--- src/design/irc_tok_pkg.sv ---
// shared types, constants and keyword tables of the irc command line tokenizer
`timescale 1ns / 1ps
`default_nettype none
package irc_tok_pkg;

    localparam int MAX_PARAMS_DEF = 15;
    localparam int HOLD_DEPTH_DEF = 32;

    localparam int NKEYS = 14;
    localparam logic [3:0] CODE_UNKNOWN = 4'd14;

    // request and result kinds
    localparam logic REQ_BYTE = 1'b0;
    localparam logic REQ_EOL  = 1'b1;
    localparam logic KIND_BYTE    = 1'b0;
    localparam logic KIND_SUMMARY = 1'b1;

    // line phases
    localparam logic [2:0] PH_LEAD        = 3'd0;
    localparam logic [2:0] PH_NAME        = 3'd1;
    localparam logic [2:0] PH_GAP         = 3'd2;
    localparam logic [2:0] PH_TOKEN       = 3'd3;
    localparam logic [2:0] PH_TRAIL_START = 3'd4;
    localparam logic [2:0] PH_TRAIL       = 3'd5;
    localparam logic [2:0] PH_DISCARD     = 3'd6;

    // held blank codes
    localparam logic [1:0] HC_SPACE = 2'd0;
    localparam logic [1:0] HC_TAB   = 2'd1;
    localparam logic [1:0] HC_CR    = 2'd2;
    localparam logic [1:0] HC_LF    = 2'd3;

    // keyword text, right-justified, first character in the highest used byte
    localparam logic [63:0] KW_TEXT [NKEYS] = '{
        "WHOIS", "BOT", "CAP", "PASS", "NICK", "USER", "PRIVMSG",
        "INVITE", "JOIN", "PART", "PING", "KICK", "MODE", "TOPIC"
    };
    localparam logic [3:0] KW_LEN [NKEYS] = '{
        4'd5, 4'd3, 4'd3, 4'd4, 4'd4, 4'd4, 4'd7,
        4'd6, 4'd4, 4'd4, 4'd4, 4'd4, 4'd4, 4'd5
    };

    typedef struct packed {
        logic accept;      // input item taken this cycle
        logic emit_held;   // send the next held blank
        logic emit_saved;  // send the byte that closed the held run
    } ctrl_cmd_t;

    typedef struct packed {
        logic direct_result; // the offered item makes exactly one result at once
        logic start_flush;   // the offered item releases a held run
        logic flush_last;    // current held entry is the last one
    } dp_status_t;

    // character at position pos of keyword k, valid for pos below its length
    function automatic logic [7:0] kw_char(input int k, input logic [3:0] pos);
        logic [2:0] sel;
        sel = 3'(KW_LEN[k] - 4'd1 - pos);
        return KW_TEXT[k][{sel, 3'b000} +: 8];
    endfunction

    function automatic logic [7:0] held_char(input logic [1:0] code);
        logic [7:0] c;
        case (code)
            HC_SPACE: c = 8'h20;
            HC_TAB:   c = 8'h09;
            HC_CR:    c = 8'h0D;
            HC_LF:    c = 8'h0A;
            default:  c = 8'h20;
        endcase
        return c;
    endfunction

    function automatic logic [1:0] held_code_of(input logic [7:0] b);
        logic [1:0] c;
        case (b)
            8'h09:   c = HC_TAB;
            8'h0D:   c = HC_CR;
            8'h0A:   c = HC_LF;
            default: c = HC_SPACE;
        endcase
        return c;
    endfunction

endpackage
`default_nettype wire

--- src/design/irc_tok_if.sv ---
// valid/ready channels for line bytes in and tokenizer results out
`timescale 1ns / 1ps
`default_nettype none
interface irc_tok_in_if;
    logic       valid;
    logic       ready;
    logic       req_type;
    logic [7:0] in_byte;

    modport source (output valid, output req_type, output in_byte, input ready);
    modport sink (input valid, input req_type, input in_byte, output ready);
endinterface

interface irc_tok_out_if;
    logic       valid;
    logic       ready;
    logic       out_kind;
    logic [7:0] param_byte;
    logic [3:0] param_index;
    logic       param_first;
    logic [3:0] cmd_code;
    logic [3:0] param_count;
    logic       overflow;
    logic       last;

    modport source (output valid, output out_kind, output param_byte, output param_index,
                    output param_first, output cmd_code, output param_count,
                    output overflow, output last, input ready);
    modport sink (input valid, input out_kind, input param_byte, input param_index,
                  input param_first, input cmd_code, input param_count,
                  input overflow, input last, output ready);
endinterface
`default_nettype wire

--- src/design/irc_tok_ctrl.sv ---
// controller: input handshake, held-run flush sequencing and output valid
`timescale 1ns / 1ps
`default_nettype none
module irc_tok_ctrl
    import irc_tok_pkg::*;
(
    input  wire logic       clk,
    input  wire logic       rst_n,
    input  wire logic       in_valid,
    output logic            in_ready,
    output logic            out_valid,
    input  wire logic       out_ready,
    input  wire dp_status_t status,
    output ctrl_cmd_t       cmd
);

    localparam logic [1:0] ST_RUN   = 2'd0;
    localparam logic [1:0] ST_FLUSH = 2'd1;
    localparam logic [1:0] ST_LAST  = 2'd2;

    logic [1:0] state_reg, state_next;
    logic       out_valid_reg, out_valid_next;
    logic       out_free;
    logic       load;

    assign out_free = !out_valid_reg || out_ready;
    assign in_ready = (state_reg == ST_RUN) && out_free;
    assign out_valid = out_valid_reg;

    always_comb
    begin
        state_next     = state_reg;
        cmd.accept     = 1'b0;
        cmd.emit_held  = 1'b0;
        cmd.emit_saved = 1'b0;
        case (state_reg)
            ST_RUN:
            begin
                cmd.accept = in_valid && out_free;
                if (cmd.accept && status.start_flush)
                    state_next = ST_FLUSH;
            end
            ST_FLUSH:
            begin
                cmd.emit_held = out_free;
                if (out_free && status.flush_last)
                    state_next = ST_LAST;
            end
            ST_LAST:
            begin
                cmd.emit_saved = out_free;
                if (out_free)
                    state_next = ST_RUN;
            end
            default:
            begin
                state_next = ST_RUN;
            end
        endcase
        load = (cmd.accept && status.direct_result) || cmd.emit_held || cmd.emit_saved;
        if (load)
            out_valid_next = 1'b1;
        else if (out_ready)
            out_valid_next = 1'b0;
        else
            out_valid_next = out_valid_reg;
    end

    always_ff @(posedge clk or negedge rst_n)
    begin
        if (!rst_n)
        begin
            state_reg     <= ST_RUN;
            out_valid_reg <= 1'b0;
        end
        else
        begin
            state_reg     <= state_next;
            out_valid_reg <= out_valid_next;
        end
    end

endmodule
`default_nettype wire

--- src/design/irc_tok_dp.sv ---
// datapath: line state, keyword match, held blank memory and result register
`timescale 1ns / 1ps
`default_nettype none
module irc_tok_dp
    import irc_tok_pkg::*;
#(
    parameter int MAX_PARAMS = MAX_PARAMS_DEF,
    parameter int HOLD_DEPTH = HOLD_DEPTH_DEF
)
(
    input  wire logic       clk,
    input  wire logic       rst_n,
    input  wire logic       req_type,
    input  wire logic [7:0] in_byte,
    input  wire ctrl_cmd_t  cmd,
    output dp_status_t      status,
    output logic            out_kind,
    output logic [7:0]      param_byte,
    output logic [3:0]      param_index,
    output logic            param_first,
    output logic [3:0]      cmd_code,
    output logic [3:0]      param_count,
    output logic            overflow,
    output logic            last
);

    localparam int IDX_W = (HOLD_DEPTH > 1) ? $clog2(HOLD_DEPTH) : 1;
    localparam int CNT_W = $clog2(HOLD_DEPTH + 1);

    // line state
    logic [2:0]        phase_reg, phase_next;
    logic [NKEYS-1:0]  hits_reg, hits_next;
    logic [3:0]        nl_reg, nl_next;
    logic              tp_reg, tp_next;
    logic [3:0]        ps_reg, ps_next;
    logic [CNT_W-1:0]  hc_reg, hc_next;
    logic              ovf_reg, ovf_next;
    logic [IDX_W-1:0]  fidx_reg, fidx_next;

    // payload registers
    logic [7:0]        saved_reg;
    logic              start_reg;
    logic [1:0]        rd_data_reg;
    logic [1:0]        held_mem [HOLD_DEPTH];

    logic              o_kind_reg, o_first_reg, o_ovf_reg, o_last_reg;
    logic [7:0]        o_byte_reg;
    logic [3:0]        o_idx_reg, o_code_reg, o_count_reg;

    // combinational
    logic              is_trim, is_cspace, is_lead_blank;
    logic [2:0]        ph_eff;
    logic [7:0]        up;
    logic [NKEYS-1:0]  hit_ok;
    logic [3:0]        code_now;
    logic              wr_en;
    logic [IDX_W-1:0]  wr_addr;
    logic              dir_valid, dir_kind, dir_first;
    logic [7:0]        dir_byte;
    logic [3:0]        dir_idx;
    logic              flush_start;
    logic              load_dir;

    assign is_trim = (in_byte inside {8'h20, 8'h09, 8'h0D, 8'h0A});
    assign is_cspace = (in_byte inside {8'h20, [8'h09:8'h0D]});
    assign is_lead_blank = (in_byte inside {8'h20, 8'h09});
    assign up = (in_byte inside {[8'h61:8'h7A]}) ? in_byte - 8'h20 : in_byte;
    assign ph_eff = (phase_reg == PH_LEAD && !is_lead_blank) ? PH_NAME : phase_reg;

    always_comb
    begin
        for (int k = 0; k < NKEYS; k++)
            hit_ok[k] = hits_reg[k] && (nl_reg < KW_LEN[k]) && (kw_char(k, nl_reg) == up);
    end

    // lowest matching keyword wins
    always_comb
    begin
        code_now = CODE_UNKNOWN;
        for (int k = NKEYS - 1; k >= 0; k--)
            if (hits_reg[k] && KW_LEN[k] == nl_reg)
                code_now = 4'(k);
    end

    always_comb
    begin
        phase_next  = phase_reg;
        hits_next   = hits_reg;
        nl_next     = nl_reg;
        tp_next     = tp_reg;
        ps_next     = ps_reg;
        hc_next     = hc_reg;
        ovf_next    = ovf_reg;
        dir_valid   = 1'b0;
        dir_kind    = KIND_BYTE;
        dir_first   = 1'b0;
        dir_byte    = in_byte;
        dir_idx     = ps_reg - 4'd1;
        flush_start = 1'b0;
        wr_en       = 1'b0;
        wr_addr     = hc_reg[IDX_W-1:0];

        if (req_type == REQ_EOL)
        begin
            dir_valid  = 1'b1;
            dir_kind   = KIND_SUMMARY;
            phase_next = PH_LEAD;
            hits_next  = '1;
            nl_next    = 4'd0;
            tp_next    = 1'b0;
            ps_next    = 4'd0;
            hc_next    = '0;
            ovf_next   = 1'b0;
        end
        else
        begin
            // a blank tail on the name followed by a real byte spoils the match
            if (ph_eff != PH_NAME && ph_eff != PH_LEAD && tp_reg && !is_trim)
            begin
                hits_next = '0;
                tp_next   = 1'b0;
            end
            case (ph_eff)
                PH_LEAD:
                begin
                end
                PH_NAME:
                begin
                    phase_next = PH_NAME;
                    if (in_byte == 8'h20)
                        phase_next = PH_GAP;
                    else if (is_trim)
                        tp_next = 1'b1;
                    else
                    begin
                        hits_next = tp_reg ? '0 : hit_ok;
                        tp_next   = 1'b0;
                        if (nl_reg != 4'd15)
                            nl_next = nl_reg + 4'd1;
                    end
                end
                PH_GAP:
                begin
                    if (!is_cspace)
                    begin
                        if (ps_reg >= 4'(MAX_PARAMS))
                        begin
                            ovf_next   = 1'b1;
                            phase_next = PH_DISCARD;
                        end
                        else if (in_byte == 8'h3A)
                        begin
                            ps_next    = ps_reg + 4'd1;
                            hc_next    = '0;
                            phase_next = PH_TRAIL_START;
                        end
                        else
                        begin
                            dir_valid  = 1'b1;
                            dir_first  = 1'b1;
                            dir_idx    = ps_reg;
                            ps_next    = ps_reg + 4'd1;
                            phase_next = PH_TOKEN;
                        end
                    end
                end
                PH_TOKEN:
                begin
                    if (is_cspace)
                        phase_next = PH_GAP;
                    else
                        dir_valid = 1'b1;
                end
                PH_TRAIL_START, PH_TRAIL:
                begin
                    if (is_trim)
                    begin
                        if (hc_reg < CNT_W'(HOLD_DEPTH))
                        begin
                            wr_en   = 1'b1;
                            hc_next = hc_reg + CNT_W'(1);
                        end
                        else
                            ovf_next = 1'b1;
                    end
                    else
                    begin
                        phase_next = PH_TRAIL;
                        if (hc_reg == '0)
                        begin
                            dir_valid = 1'b1;
                            dir_first = (ph_eff == PH_TRAIL_START);
                        end
                        else
                            flush_start = 1'b1;  // held count cleared when the byte goes out
                    end
                end
                default:
                begin
                end
            endcase
        end
    end

    assign status.direct_result = dir_valid;
    assign status.start_flush   = flush_start;
    assign status.flush_last    = (CNT_W'(fidx_reg) == hc_reg - CNT_W'(1));
    assign load_dir = cmd.accept && dir_valid;

    always_comb
    begin
        fidx_next = fidx_reg;
        if (cmd.accept)
            fidx_next = '0;
        else if (cmd.emit_held)
            fidx_next = status.flush_last ? '0 : fidx_reg + IDX_W'(1);
    end

    always_ff @(posedge clk or negedge rst_n)
    begin
        if (!rst_n)
        begin
            phase_reg <= PH_LEAD;
            hits_reg  <= '1;
            nl_reg    <= 4'd0;
            tp_reg    <= 1'b0;
            ps_reg    <= 4'd0;
            hc_reg    <= '0;
            ovf_reg   <= 1'b0;
            fidx_reg  <= '0;
        end
        else
        begin
            fidx_reg <= fidx_next;
            if (cmd.accept)
            begin
                phase_reg <= phase_next;
                hits_reg  <= hits_next;
                nl_reg    <= nl_next;
                tp_reg    <= tp_next;
                ps_reg    <= ps_next;
                hc_reg    <= hc_next;
                ovf_reg   <= ovf_next;
            end
            else if (cmd.emit_saved)
                hc_reg <= '0;
        end
    end

    // held blank memory, read data registered
    always_ff @(posedge clk)
    begin
        if (cmd.accept && wr_en)
            held_mem[wr_addr] <= held_code_of(in_byte);
        rd_data_reg <= held_mem[fidx_next];
    end

    always_ff @(posedge clk)
    begin
        if (cmd.accept && flush_start)
        begin
            saved_reg <= in_byte;
            start_reg <= (ph_eff == PH_TRAIL_START);
        end
        if (load_dir)
        begin
            o_kind_reg  <= dir_kind;
            o_byte_reg  <= (dir_kind == KIND_SUMMARY) ? 8'd0 : dir_byte;
            o_idx_reg   <= (dir_kind == KIND_SUMMARY) ? 4'd0 : dir_idx;
            o_first_reg <= dir_first;
            o_code_reg  <= (dir_kind == KIND_SUMMARY) ? code_now : 4'd0;
            o_count_reg <= (dir_kind == KIND_SUMMARY) ? ps_reg : 4'd0;
            o_ovf_reg   <= (dir_kind == KIND_SUMMARY) ? ovf_reg : 1'b0;
            o_last_reg  <= 1'b1;
        end
        else if (cmd.emit_held || cmd.emit_saved)
        begin
            o_kind_reg  <= KIND_BYTE;
            o_byte_reg  <= cmd.emit_held ? held_char(rd_data_reg) : saved_reg;
            o_idx_reg   <= ps_reg - 4'd1;
            o_first_reg <= cmd.emit_held && start_reg && (fidx_reg == '0);
            o_code_reg  <= 4'd0;
            o_count_reg <= 4'd0;
            o_ovf_reg   <= 1'b0;
            o_last_reg  <= cmd.emit_saved;
        end
    end

    assign out_kind    = o_kind_reg;
    assign param_byte  = o_byte_reg;
    assign param_index = o_idx_reg;
    assign param_first = o_first_reg;
    assign cmd_code    = o_code_reg;
    assign param_count = o_count_reg;
    assign overflow    = o_ovf_reg;
    assign last        = o_last_reg;

endmodule
`default_nettype wire

--- src/design/irc_command_line_tokenizer_core.sv ---
// top level of the irc command line tokenizer
//
//   channel  dir  payload                                          item
//   in_ch    in   req_type, in_byte                                one line byte or end of line
//   out_ch   out  out_kind, param_byte, param_index, param_first,  parameter byte or line summary
//                 cmd_code, param_count, overflow, last
//
// a byte or end-of-line item is taken when the output is free; one that closes a held blank
// run in a trailing parameter also makes the flush sequencer send every held blank, then the
// closing byte, reading held blanks one entry a cycle while the output does not stall.
// reset is asynchronous and active low and leaves the block at the start of an empty line.
// a stalled output holds the result register; input is taken once it frees and no flush runs.
`timescale 1ns / 1ps
`default_nettype none
module irc_command_line_tokenizer_core
    import irc_tok_pkg::*;
#(
    parameter int MAX_PARAMS = MAX_PARAMS_DEF,
    parameter int HOLD_DEPTH = HOLD_DEPTH_DEF
)
(
    input wire logic     clk,
    input wire logic     rst_n,
    irc_tok_in_if.sink   in_ch,
    irc_tok_out_if.source out_ch
);

    ctrl_cmd_t  cmd;
    dp_status_t status;

    // controller: handshakes and flush sequencing
    irc_tok_ctrl u_ctrl (
        .clk       (clk),
        .rst_n     (rst_n),
        .in_valid  (in_ch.valid),
        .in_ready  (in_ch.ready),
        .out_valid (out_ch.valid),
        .out_ready (out_ch.ready),
        .status    (status),
        .cmd       (cmd)
    );

    // datapath: tokenizing state, keyword match, held run memory, result register
    irc_tok_dp #(
        .MAX_PARAMS (MAX_PARAMS),
        .HOLD_DEPTH (HOLD_DEPTH)
    ) u_dp (
        .clk         (clk),
        .rst_n       (rst_n),
        .req_type    (in_ch.req_type),
        .in_byte     (in_ch.in_byte),
        .cmd         (cmd),
        .status      (status),
        .out_kind    (out_ch.out_kind),
        .param_byte  (out_ch.param_byte),
        .param_index (out_ch.param_index),
        .param_first (out_ch.param_first),
        .cmd_code    (out_ch.cmd_code),
        .param_count (out_ch.param_count),
        .overflow    (out_ch.overflow),
        .last        (out_ch.last)
    );

endmodule
`default_nettype wire

--- src/flat_wrapper.sv ---
// flat-port wrapper written by rule: the top's interface ports become plain ports
module irc_command_line_tokenizer_core_flat import irc_tok_pkg::*;
#(
    parameter int MAX_PARAMS = MAX_PARAMS_DEF,
    parameter int HOLD_DEPTH = HOLD_DEPTH_DEF
)
  (clk, rst_n, in_ch_valid, in_ch_req_type, in_ch_in_byte, in_ch_ready, out_ch_valid, out_ch_out_kind, out_ch_param_byte, out_ch_param_index, out_ch_param_first, out_ch_cmd_code, out_ch_param_count, out_ch_overflow, out_ch_last, out_ch_ready);
  irc_tok_in_if in_ch_i ();
  irc_tok_out_if out_ch_i ();
  input wire logic clk;
  input wire logic rst_n;
  input wire logic [$bits(in_ch_i.valid)-1:0] in_ch_valid;
  input wire logic [$bits(in_ch_i.req_type)-1:0] in_ch_req_type;
  input wire logic [$bits(in_ch_i.in_byte)-1:0] in_ch_in_byte;
  output wire logic [$bits(in_ch_i.ready)-1:0] in_ch_ready;
  output wire logic [$bits(out_ch_i.valid)-1:0] out_ch_valid;
  output wire logic [$bits(out_ch_i.out_kind)-1:0] out_ch_out_kind;
  output wire logic [$bits(out_ch_i.param_byte)-1:0] out_ch_param_byte;
  output wire logic [$bits(out_ch_i.param_index)-1:0] out_ch_param_index;
  output wire logic [$bits(out_ch_i.param_first)-1:0] out_ch_param_first;
  output wire logic [$bits(out_ch_i.cmd_code)-1:0] out_ch_cmd_code;
  output wire logic [$bits(out_ch_i.param_count)-1:0] out_ch_param_count;
  output wire logic [$bits(out_ch_i.overflow)-1:0] out_ch_overflow;
  output wire logic [$bits(out_ch_i.last)-1:0] out_ch_last;
  input wire logic [$bits(out_ch_i.ready)-1:0] out_ch_ready;
  assign in_ch_i.valid = in_ch_valid;
  assign in_ch_i.req_type = in_ch_req_type;
  assign in_ch_i.in_byte = in_ch_in_byte;
  assign in_ch_ready = in_ch_i.ready;
  assign out_ch_valid = out_ch_i.valid;
  assign out_ch_out_kind = out_ch_i.out_kind;
  assign out_ch_param_byte = out_ch_i.param_byte;
  assign out_ch_param_index = out_ch_i.param_index;
  assign out_ch_param_first = out_ch_i.param_first;
  assign out_ch_cmd_code = out_ch_i.cmd_code;
  assign out_ch_param_count = out_ch_i.param_count;
  assign out_ch_overflow = out_ch_i.overflow;
  assign out_ch_last = out_ch_i.last;
  assign out_ch_i.ready = out_ch_ready;
  irc_command_line_tokenizer_core #(.MAX_PARAMS(MAX_PARAMS), .HOLD_DEPTH(HOLD_DEPTH)) u_core (.clk(clk), .rst_n(rst_n), .in_ch(in_ch_i), .out_ch(out_ch_i));
endmodule
--- config.mk ---
export PLATFORM = sky130hd
export DESIGN_NAME = irc_command_line_tokenizer_core_flat
export DESIGN_NICKNAME = d
export VERILOG_FILES = /design/src/design/irc_tok_pkg.sv /design/src/design/irc_tok_if.sv /design/src/design/irc_tok_ctrl.sv /design/src/design/irc_tok_dp.sv /design/src/design/irc_command_line_tokenizer_core.sv /design/src/flat_wrapper.sv
export SDC_FILE = /design/constraint.sdc
export NUM_CORES = 1
export LEC_CHECK = 0
export BUFFER_PORTS_ARGS = -buffer_cell sky130_fd_sc_hd__buf_2
export CAP_MARGIN = 20
export CORE_MARGIN = 5
export CORE_UTILIZATION = 40
export CTS_BUF_LIST = sky130_fd_sc_hd__clkbuf_4 sky130_fd_sc_hd__clkbuf_8
export CTS_CLUSTER_DIAMETER = 40
export DETAILED_ROUTE_END_ITERATION = 8
export PLACE_DENSITY = 0.59
export SLEW_MARGIN = 20
export SYNTH_ARGS = -nofsm -noshare
export SYNTH_HDL_FRONTEND = slang
export SYNTH_SLANG_ARGS = --single-unit
--- constraint.sdc ---
create_clock -name clk -period 3.04 [get_ports clk]
set_input_delay 0.304 -clock clk [delete_from_list [all_inputs] [get_ports clk]]
set_output_delay 0.304 -clock clk [all_outputs]
set_load 0.02 [all_outputs]
==> impl_results.md <==
* Outcome: finished clean
* FF+latch area at 0.00399 mm2
* Post-Layout Cell Count at 1200
* GRT Overall Usage at 19.1%
* Synth warnings at 0
* Slew HR at 54.9%
* # diodes at 0
* Finished Cell Area at 0.00962 mm2
* WS Path Type: reg2reg
* Worst path max stage delay at 0.43 ns
* Max reg flops at 64
* Max Transition Viols Final at 0
* Die width at 155 um
* CP arrival at 3.10 ns
* Post-Place Cells at 1167
* Area of the mapped netlist at 0.00841 mm2
* FILL cells at 2006
* Worst min path class: in2reg
* Fmax at 362 MHz
* Initial Util at 40.3%
* CP Launch Type: register
* RSZ-0062 raised after global routing: no
* CP endpoint kind: register
* Post-DR vias/cell at 5.69
* Post-CTS setup buffer count at 0
* Worst Path Buf+Inv at 2
* Switching Share at 39.4%
* Syn Area/Cell at 9.87 um2
* I/O pin count at 39
* Post-layout min period at 2.76 ns
* Delay-heaviest family, CP: compound AO/OA/AOI/OAI gates
* Routed WL per cell at 19.0 um
* H-tree depth at 4
* Psw at 2720 uW
* Crit path max fanout at 15
* Minimum hold slack at 0.141 ns
* Vias in the first global route at 6552
* # setup viols final at 0
* Clk_skew at 0.0181 ns
* Maximum vdd ir drop at 0.268 mV
* Worst-Margin Slew at 0.676 ns
* Gpl congestion at 0.901
* Post-synth EDFFs at 96
* Yosys reg bits at 140
* Proportion of power drawn by the clock network at 24.2%
* Fraction of layout cells with a size suffix above 1 at 17.4%
* Placed Area at 0.00917 mm2
* Clock sink total at 140
* Pwr per Cell Area at 717 mW/mm2
* Setup TNS at 0 ns
* Slowest cell on crit path: dfrtp_1
* Worst-path clk slew at 0.10 ns
* Fin nets at 959
* Cell variety after synth at 85
* Vias after detailed routing at 6830
* Routed Wire Length at 22.8 mm
* Die Y at 155 um
* Clock buffer depth at 2
* Iteration count of the initial detailed-routing pass at 5
* CP cell instances: inv_1 -> ha_1 -> nor3b_2 -> xnor2_2 -> o2111ai_4 -> o21ai_4 -> buf_12 -> mux2i_1 -> a21oi_1 -> a211oi_1 -> nor4_2
* Part of the Yosys area used for sequential elements at 47.4%
* R2r setup slk at 0.28 ns
* Syn nets at 899
* Total die area at 0.0240 mm2
* Final HPWL DP at 16.0 mm
* CP Data Required Time at 3.38 ns
* CTS Root Cell: clkbuf_8
* # DRC at 0
* Most frequent cells in the layout: nor2_1, edfxtp_1, nand2_1, buf_4, o21ai_0
* Fraction of registers with async set/reset at 29.3%
* Largest net degree at the start of global routing at 40
* Logic gate share of total power at 39.1%
* Area of the multi-input gates at 0.00411 mm2
* TritonCTS clock tree: built
* Number of routed nets with antenna violations at 0
* Min-delay src: in_ch_in_byte[1]
* Max-cap violations at 0
* Number of CTS-inserted buffers at 17
* Clk_lat worst skew at 0.47 ns
* Initial drt markers at 570
* Num rows at 53
* P_int at 4180 uW
* First-pass GRT wire length at 36.3 mm
* Initial antenna violation count at 0
* Core footprint at 0.0209 mm2
* Global route overflow at 0
* Post-Syn Instances at 852
* Final Hold Vio Count at 0
* Worst r2r src: u_core.u_dp.hc_reg[1]$_DFFE_PN0P_
* I/O Buffers at 38
* Top_reg_cell synth: edfxtp_1
* Area Overhead vs Synth at 14.4%
* Period Utilization, post-route at 90.9%
* Sequential Power Share at 36.7%
* Critical Path Source: u_core.u_dp.hc_reg[1]$_DFFE_PN0P_
* LEAKAGE at 0.00362 uW
## power by group through the flow
stage                     logic, uW  registers [uW]  clock network (uW)
after floorplan                1860            2590                   0
after global placement         2650            2570                   0
after detailed placement       2680            2570                   0
after CTS                      2680            2530                1700
after global routing           2980            2560                1790
final                          2700            2530                1670
## cell type report
class / count / area share, %
Multi-Input combinational cell: 626 / 42.7
Clock buffer: 17 / 2.43
Clock inverter: 15 / 2.02
Timing Repair Buffer: 92 / 6.50
Inverter: 35 / 1.37
Tap cell: 275 / 3.58
Sequential cell: 140 / 41.4
## routing by layer
metal	GRT usage, %	vias up	routed length (um)
met1	26.4	3304	10600
li1	-	3268	-
met4	6.56	0	532
met3	3.64	40	1120
met2	30.3	218	10600
met5	0	-	0
## path summary, 6_finish.rpt
kind | to | depth (start not counted)
max | u_core.u_dp.rd_data_reg[0]$_DFF_P_ | 11
min | u_core.u_dp.saved_reg[1]$_DFFE_PP_ | 1
max reg2reg | u_core.u_dp.rd_data_reg[0]$_DFF_P_ | 11
min reg2reg | u_core.u_dp.hits_reg[13]$_DFFE_PN1P_ | 2
max in group asynchronous | u_core.u_dp.hits_reg[9]$_DFFE_PN1P_ | 3
min in group asynchronous | u_core.u_dp.nl_reg[2]$_DFFE_PN0P_ | 2
## cell families (layout without fill, tap and decap cells)
kind of cell               count (synthesis)  in the layout  synth area share, %
AOI/OAI and AO/OA                        213            213                 17.3
xor gates and xnor gates                  56             56                 5.92
muxes                                     22             22                 2.62
buffers and inverters                     86            159                 4.09
and+or+nand+nor                          301            301                 17.6
DFF                                      140            140                 47.4
adders and majority gates                 34             34                 5.06
## Yosys cell counts (6+ instances only)
cell      instances  share of area [%]
nor2_1           97                4.3
edfxtp_1         96                 34
nand2_1          71                3.2
o21ai_0          48                2.9
a21oi_1          40                2.4
clkbuf_1         40                1.8
xnor2_1          38                4.0
ha_1             34                5.1
inv_1            33                1.5
dfrtp_1          27                8.0
nand3_1          27                1.6
mux2i_1          22                2.6
nor3_1           20                1.2
xor2_1           17                1.8
dfstp_2          14                4.4
o22ai_1          13               0.97
a31oi_1          12               0.89
nor2b_1          12               0.89
nor4_1           11               0.82
nand4_1          10               0.74
a211oi_1          9               0.80
and3_1            9               0.67
nand2b_1          9               0.67
o21ai_1           9               0.54
a22o_1            7               0.73
buf_1             7               0.31
a22oi_1           6               0.54
and4_1            6               0.62
## per-stage QoR
step	worst slack [ns]	total power, uW	util, %
floorplan	0.289	4450	-
global placement	0.271	5210	43.9
detailed placement	0.183	5250	43.9
CTS	0.162	6910	45.9
global route	0.0529	7340	46.1
finish	0.277	6900	46.1
## repair_timing
action                                  in CTS  in global routing
endpoints found under the hold margin        0                 27
resized for setup                            0                  4
hold buffers                                 0                  1
endpoints found under the setup margin       0                  2
Power figures use the tool's default switching activity.
